--- src/hw/rtl/bsdt_sqrt.sv ---
// ----------------------------------------------------------------------------
// bsdt_sqrt
// Pipelined floor integer square root, one root bit per stage.
// ----------------------------------------------------------------------------
module bsdt_sqrt #(
    parameter int XW    = 64,
    parameter int TAG_W = 1
) (
    input  logic              i_clk,
    input  logic              i_rst_n,
    input  logic              i_en,
    input  logic              i_valid,
    input  logic [XW-1:0]     i_x,
    input  logic [TAG_W-1:0]  i_tag,
    output logic              o_valid,
    output logic [XW/2-1:0]   o_root,
    output logic [TAG_W-1:0]  o_tag
);

    localparam int RW = XW / 2;

    logic             r_v    [RW];
    logic [TAG_W-1:0] r_tag  [RW];
    logic [RW+1:0]    r_rem  [RW];
    logic [RW-1:0]    r_root [RW];
    logic [XW-1:0]    r_x    [RW];

    for (genvar s = 0; s < RW; s++) begin : g_stage
        logic             v_in;
        logic [TAG_W-1:0] tag_in;
        logic [RW+1:0]    rem_in;
        logic [RW-1:0]    root_in;
        logic [XW-1:0]    x_in;
        logic [RW+3:0]    trial;
        logic [RW+3:0]    cmp;
        logic             take;

        // stage inputs
        if (s == 0) begin : g_head
            assign v_in    = i_valid;
            assign tag_in  = i_tag;
            assign rem_in  = '0;
            assign root_in = '0;
            assign x_in    = i_x;
        end else begin : g_body
            assign v_in    = r_v[s-1];
            assign tag_in  = r_tag[s-1];
            assign rem_in  = r_rem[s-1];
            assign root_in = r_root[s-1];
            assign x_in    = r_x[s-1];
        end

        // bring down the next bit pair and try root*4 + 1
        assign trial = {rem_in, x_in[XW-1:XW-2]};
        assign cmp   = {2'b00, root_in, 2'b01};
        assign take  = (trial >= cmp);

        always_ff @(posedge i_clk) begin
            if (i_en) begin
                r_rem[s]  <= take ? (RW+2)'(trial - cmp) : trial[RW+1:0];
                r_root[s] <= {root_in[RW-2:0], take};
                r_x[s]    <= {x_in[XW-3:0], 2'b00};
                r_tag[s]  <= tag_in;
            end
        end

        always_ff @(posedge i_clk) begin
            if (!i_rst_n) begin
                r_v[s] <= 1'b0;
            end else if (i_en) begin
                r_v[s] <= v_in;
            end
        end
    end

    assign o_valid = r_v[RW-1];
    assign o_root  = r_root[RW-1];
    assign o_tag   = r_tag[RW-1];

endmodule

--- config.mk ---
export PLATFORM = sky130hd
export DESIGN_NAME = bsdt_sqrt
export DESIGN_NICKNAME = d
export VERILOG_FILES = /design/src/hw/rtl/bsdt_sqrt.sv
export SDC_FILE = /design/constraint.sdc
export NUM_CORES = 2
export LEC_CHECK = 0
export BUFFER_PORTS_ARGS = -buffer_cell sky130_fd_sc_hd__buf_2
export CAP_MARGIN = 30
export CORE_UTILIZATION = 54
export DETAILED_ROUTE_END_ITERATION = 8
export MAX_ROUTING_LAYER = met4
export PLACE_DENSITY_LB_ADDON = 0.08
export SYNTH_ARGS = -nofsm -noshare
export SYNTH_HDL_FRONTEND = slang
export SYNTH_MEMORY_MAX_BITS = 65536
export SYNTH_SLANG_ARGS = --single-unit
--- constraint.sdc ---
create_clock -name i_clk -period 10.1 [get_ports i_clk]
set_input_delay 1.01 -clock i_clk [delete_from_list [all_inputs] [get_ports i_clk]]
set_output_delay 1.01 -clock i_clk [all_outputs]
set_load 0.01 [all_outputs]
==> reports/metrics.csv <==
stage,metric,value,unit
clock_tree,CTS H-tree lvls,5,
synth,"Net Count, Synth",9732,
synth,"top cells by area, synth","edfxtp_1, ha_1, xnor2_1, xor2_1, a21oi_1",
finish,area of all sequential standard cells,77700,µm²
grt,Congestion Overflow GR,0,
floorplanning,Site Rows,172,
synth,post-synthesis async set-or-reset flop share,0,%
grt,via count of the first global-routing pass,67700,
timing,slew of the pin with the lowest slew margin,1220,ps
outcome,status,"finished, final reports clean",
timing,number of endpoints with negative hold slack in the final report,0,
clock_tree,post-CTS setup buffer count,0,
route,total DRC errors in the routed layout,0,
clock_tree,number of gates resized after CTS,0,
critical_path,cell type of the slowest stage on the worst timing path,o311ai_0,
critical_path,critical path launch point type,flop,
finish,ratio of cells with drive above 1 in the final layout,7.30,%
synth,number of flops mapped to enable cells by yosys,2586,
power_and_ir_drop,worst IR drop on VDD,168,µV
route,First-pass DRT Iterations,6,
power_and_ir_drop,total power per unit cell area,230,nW/µm²
placement,Setup WS pre-CTS,5800,ps
floorplanning,area enclosed by the die boundary,222000,µm²
synth,post-synthesis instance total,9101,
timing,Total Neg Setup Slack,0,ps
grt,overall routing resource usage,21.5,%
route,vias after detailed routing,69700,
clock_tree,Num Clock Sinks,2587,
grt,antenna violations before repair,2,
clock_tree,Worst-path clk slew,60,ps
synth,YS warnings,0,
finish,multi-input combinational cell area,38100,µm²
min_path,path type of the worst min-delay path,primary input to flop,
critical_path,terminus of the critical flop-to-flop path,r_rem[1][403]$_DFFE_PP_,
placement,Post-DP HPWL,166000,µm
timing,min setup slack post-route,5740,ps
grt,first-pass GRT wire length,369000,µm
clock_tree,Root Buffer Master,clkbuf_16,
route,Avg Vias per Cell,5.60,
synth,top_reg_cell synth,edfxtp_1,
clock_tree,cts bufs inserted,292,
critical_path,worst reg-to-reg path cell count,10,
route,routed length per placed instance,18.8,µm
floorplanning,initial standard-cell utilization of the core,54.3,%
critical_path,type of the setup path with the least slack,flop to flop,
placement,Final Wtd Congestion,0.943,
critical_path,critical-path cell list,"ha_1, nand2_1, o21a_1, o311ai_0, a41oi_1, a211oi_1, o211ai_1, and2_1, a2111oi_0, xor2_1",
timing,number of max-slew violations in the final report,0,
power_and_ir_drop,power after layout,30.4,mW
route,initial drt markers,5366,
synth,Synth Register Bits,2587,
critical_path,Critical Path Sink Type,flop,
synth,post-synthesis cell area,119000,µm²
clock_tree,Max Root-Sink Buffers,4,
finish,area added between synthesis and finish,11.0,%
clock_tree,clock tree from TritonCTS,yes,
floorplanning,Core Footprint,220000,µm²
floorplanning,die span in y,472,µm
critical_path,CP Data Required Time,10680,ps
critical_path,"CP delay by family, top",compound AO/OA/AOI/OAI gates,
critical_path,buffer and inverter count on the worst path,0,
job,number of max-capacitance violations reported,0,
timing,"Period Utilization, post-route",43.2,%
critical_path,largest fanout of any net on the critical path,12,
clock_tree,post-cts hold buffer count,0,
finish,net count reported at finish,9988,
critical_path,endpoint of the most critical setup path,r_rem[1][403]$_DFFE_PP_,
timing,relative slew slack,18.5,%
critical_path,Crit path largest cell delay,870,ps
timing,post-layout minimum cycle time,4360,ps
critical_path,critical register-to-register path startpoint,r_rem[1][353]$_DFFE_PP_,
critical_path,CP startpoint,r_rem[1][353]$_DFFE_PP_,
synth,sequential-to-total area share from yosys stat,65.2,%
timing,setup repair after global routing missed its margin,false,
synth,cell accounting for the most synthesized area,edfxtp_1,
finish,"commonest non-fill, non-tap cell in the layout",edfxtp_1,
timing,setup violators final,0,
synth,share of the synthesized area in the top cell type,65.2,%
critical_path,"logic depth of the worst path, buffers included",10,
synth,post-synthesis area per instance,13.1,µm²
placement,number of buffers inserted by port buffering,102,
floorplanning,number of top-level pins,103,
critical_path,flop-to-flop setup slack,5740,ps
route,number of nets with antenna violations after detailed routing,0,
power_and_ir_drop,total leakage power,50.6,nW
grt,pin count of the biggest net entering global routing,196,
timing,worst clock skew,56.7,ps
timing,maximum clock rate,0.229,GHz
synth,distinct cell type count of the synthesized netlist,89,
finish,number of inserted filler cells in the final layout,17000,
finish,most frequent cells in the layout,"edfxtp_1, inv_1, nand2_1, ha_1, a21oi_1",
floorplanning,horizontal die dimension,472,µm
clock_tree,worst skew pair latency,910,ps
route,detailed-route wire length,234000,µm
critical_path,arrival time of data at the critical path endpoint,4940,ps
==> cells by family (layout without fill, tap and decap cells) <==
logic type,Yosys count,after routing,synth area share (%)
adder cells (fa/ha/maj),562,562,5.90
flip-flops,2587,2587,65.2
XOR/XNOR,858,858,6.31
AND/OR/NAND/NOR,2310,2310,9.56
AO/OA/AOI/OAI,1811,1811,9.42
other,1,4,0.00315
buffers and inverters,890,1358,2.83
multiplexers,82,82,0.762
==> worst min path at each step <==
stage	from	end	slack, ps	cells after the start
6_report	i_x[6]	r_x[0][6]$_DFFE_PP_	270	1
2_1_floorplan	r_tag[9]$_DFFE_PP_	r_tag[10]$_DFFE_PP_	400	0
3_3_place_gp	r_x[29][59]$_DFFE_PP_	r_x[30][61]$_DFFE_PP_	400	0
3_5_place_dp	r_x[9][40]$_DFFE_PP_	r_x[10][42]$_DFFE_PP_	400	0
5_1_grt	i_x[23]	r_x[0][23]$_DFFE_PP_	210	1
4_1_cts	i_x[23]	r_x[0][23]$_DFFE_PP_	200	1
==> registers in the layout, indices dropped and copies added (netlist names) <==
name / flops
r_root: 528
r_rem: 1003
r_v: 32
r_tag: 32
r_x: 992
==> where the power goes <==
group | internal, mW | switching (mW) | total [mW]
clock network | 5.98 | 4.06 | 10.0
logic | 2.47 | 3.42 | 5.89
registers | 13.6 | 0.887 | 14.5
total | 22.0 | 8.38 | 30.4
==> area by class of cell <==
type	count	share of cell area [%]
inverter	701	1.99
timing repair buffer	151	0.813
sequential	2587	58.8
tap	2871	2.72
clock inverter	153	1.03
antenna	3	0.00568
clock buffer	353	5.82
multi-input combinational	5624	28.9
==> routing by layer <==
metal	global-route usage (%)	routed length, µm	vias up
met5	-	0	-
met4	6.03	5960	0
met3	2.78	9550	434
met2	34.3	112000	1495
met1	28.9	107000	33600
li1	-	-	34200
==> cell usage after synthesis (69+ instances only) <==
library cell and instances:
nor2_1 536, a21o_1 258, nor4_1 135, clkbuf_1 166
o21a_1 93, nand4_1 93, o21ai_0 470, edfxtp_1 2586
a21oi_1 554, nor3_1 200, nand2b_1 111, xor2_1 426
nand3_1 138, nor2b_1 84, xnor2_1 432, inv_1 701
or3_1 85, nand2_1 632, mux2_2 69, and3_1 83
ha_1 562
==> through the flow <==
step / utilization (%) / cell area (µm²) / cells / hold slack (ps)
floorplan: - / 119000 / 9101 / 400
global placement: 56.1 / 123000 / 11900 / 400
detailed placement: 56.1 / 123000 / 11900 / 405
CTS: 60.2 / 132000 / 12400 / 199
global route: 60.2 / 132000 / 12400 / 205
finish: 60.2 / 132000 / 12400 / 274
Power figures use the tool's default switching activity.
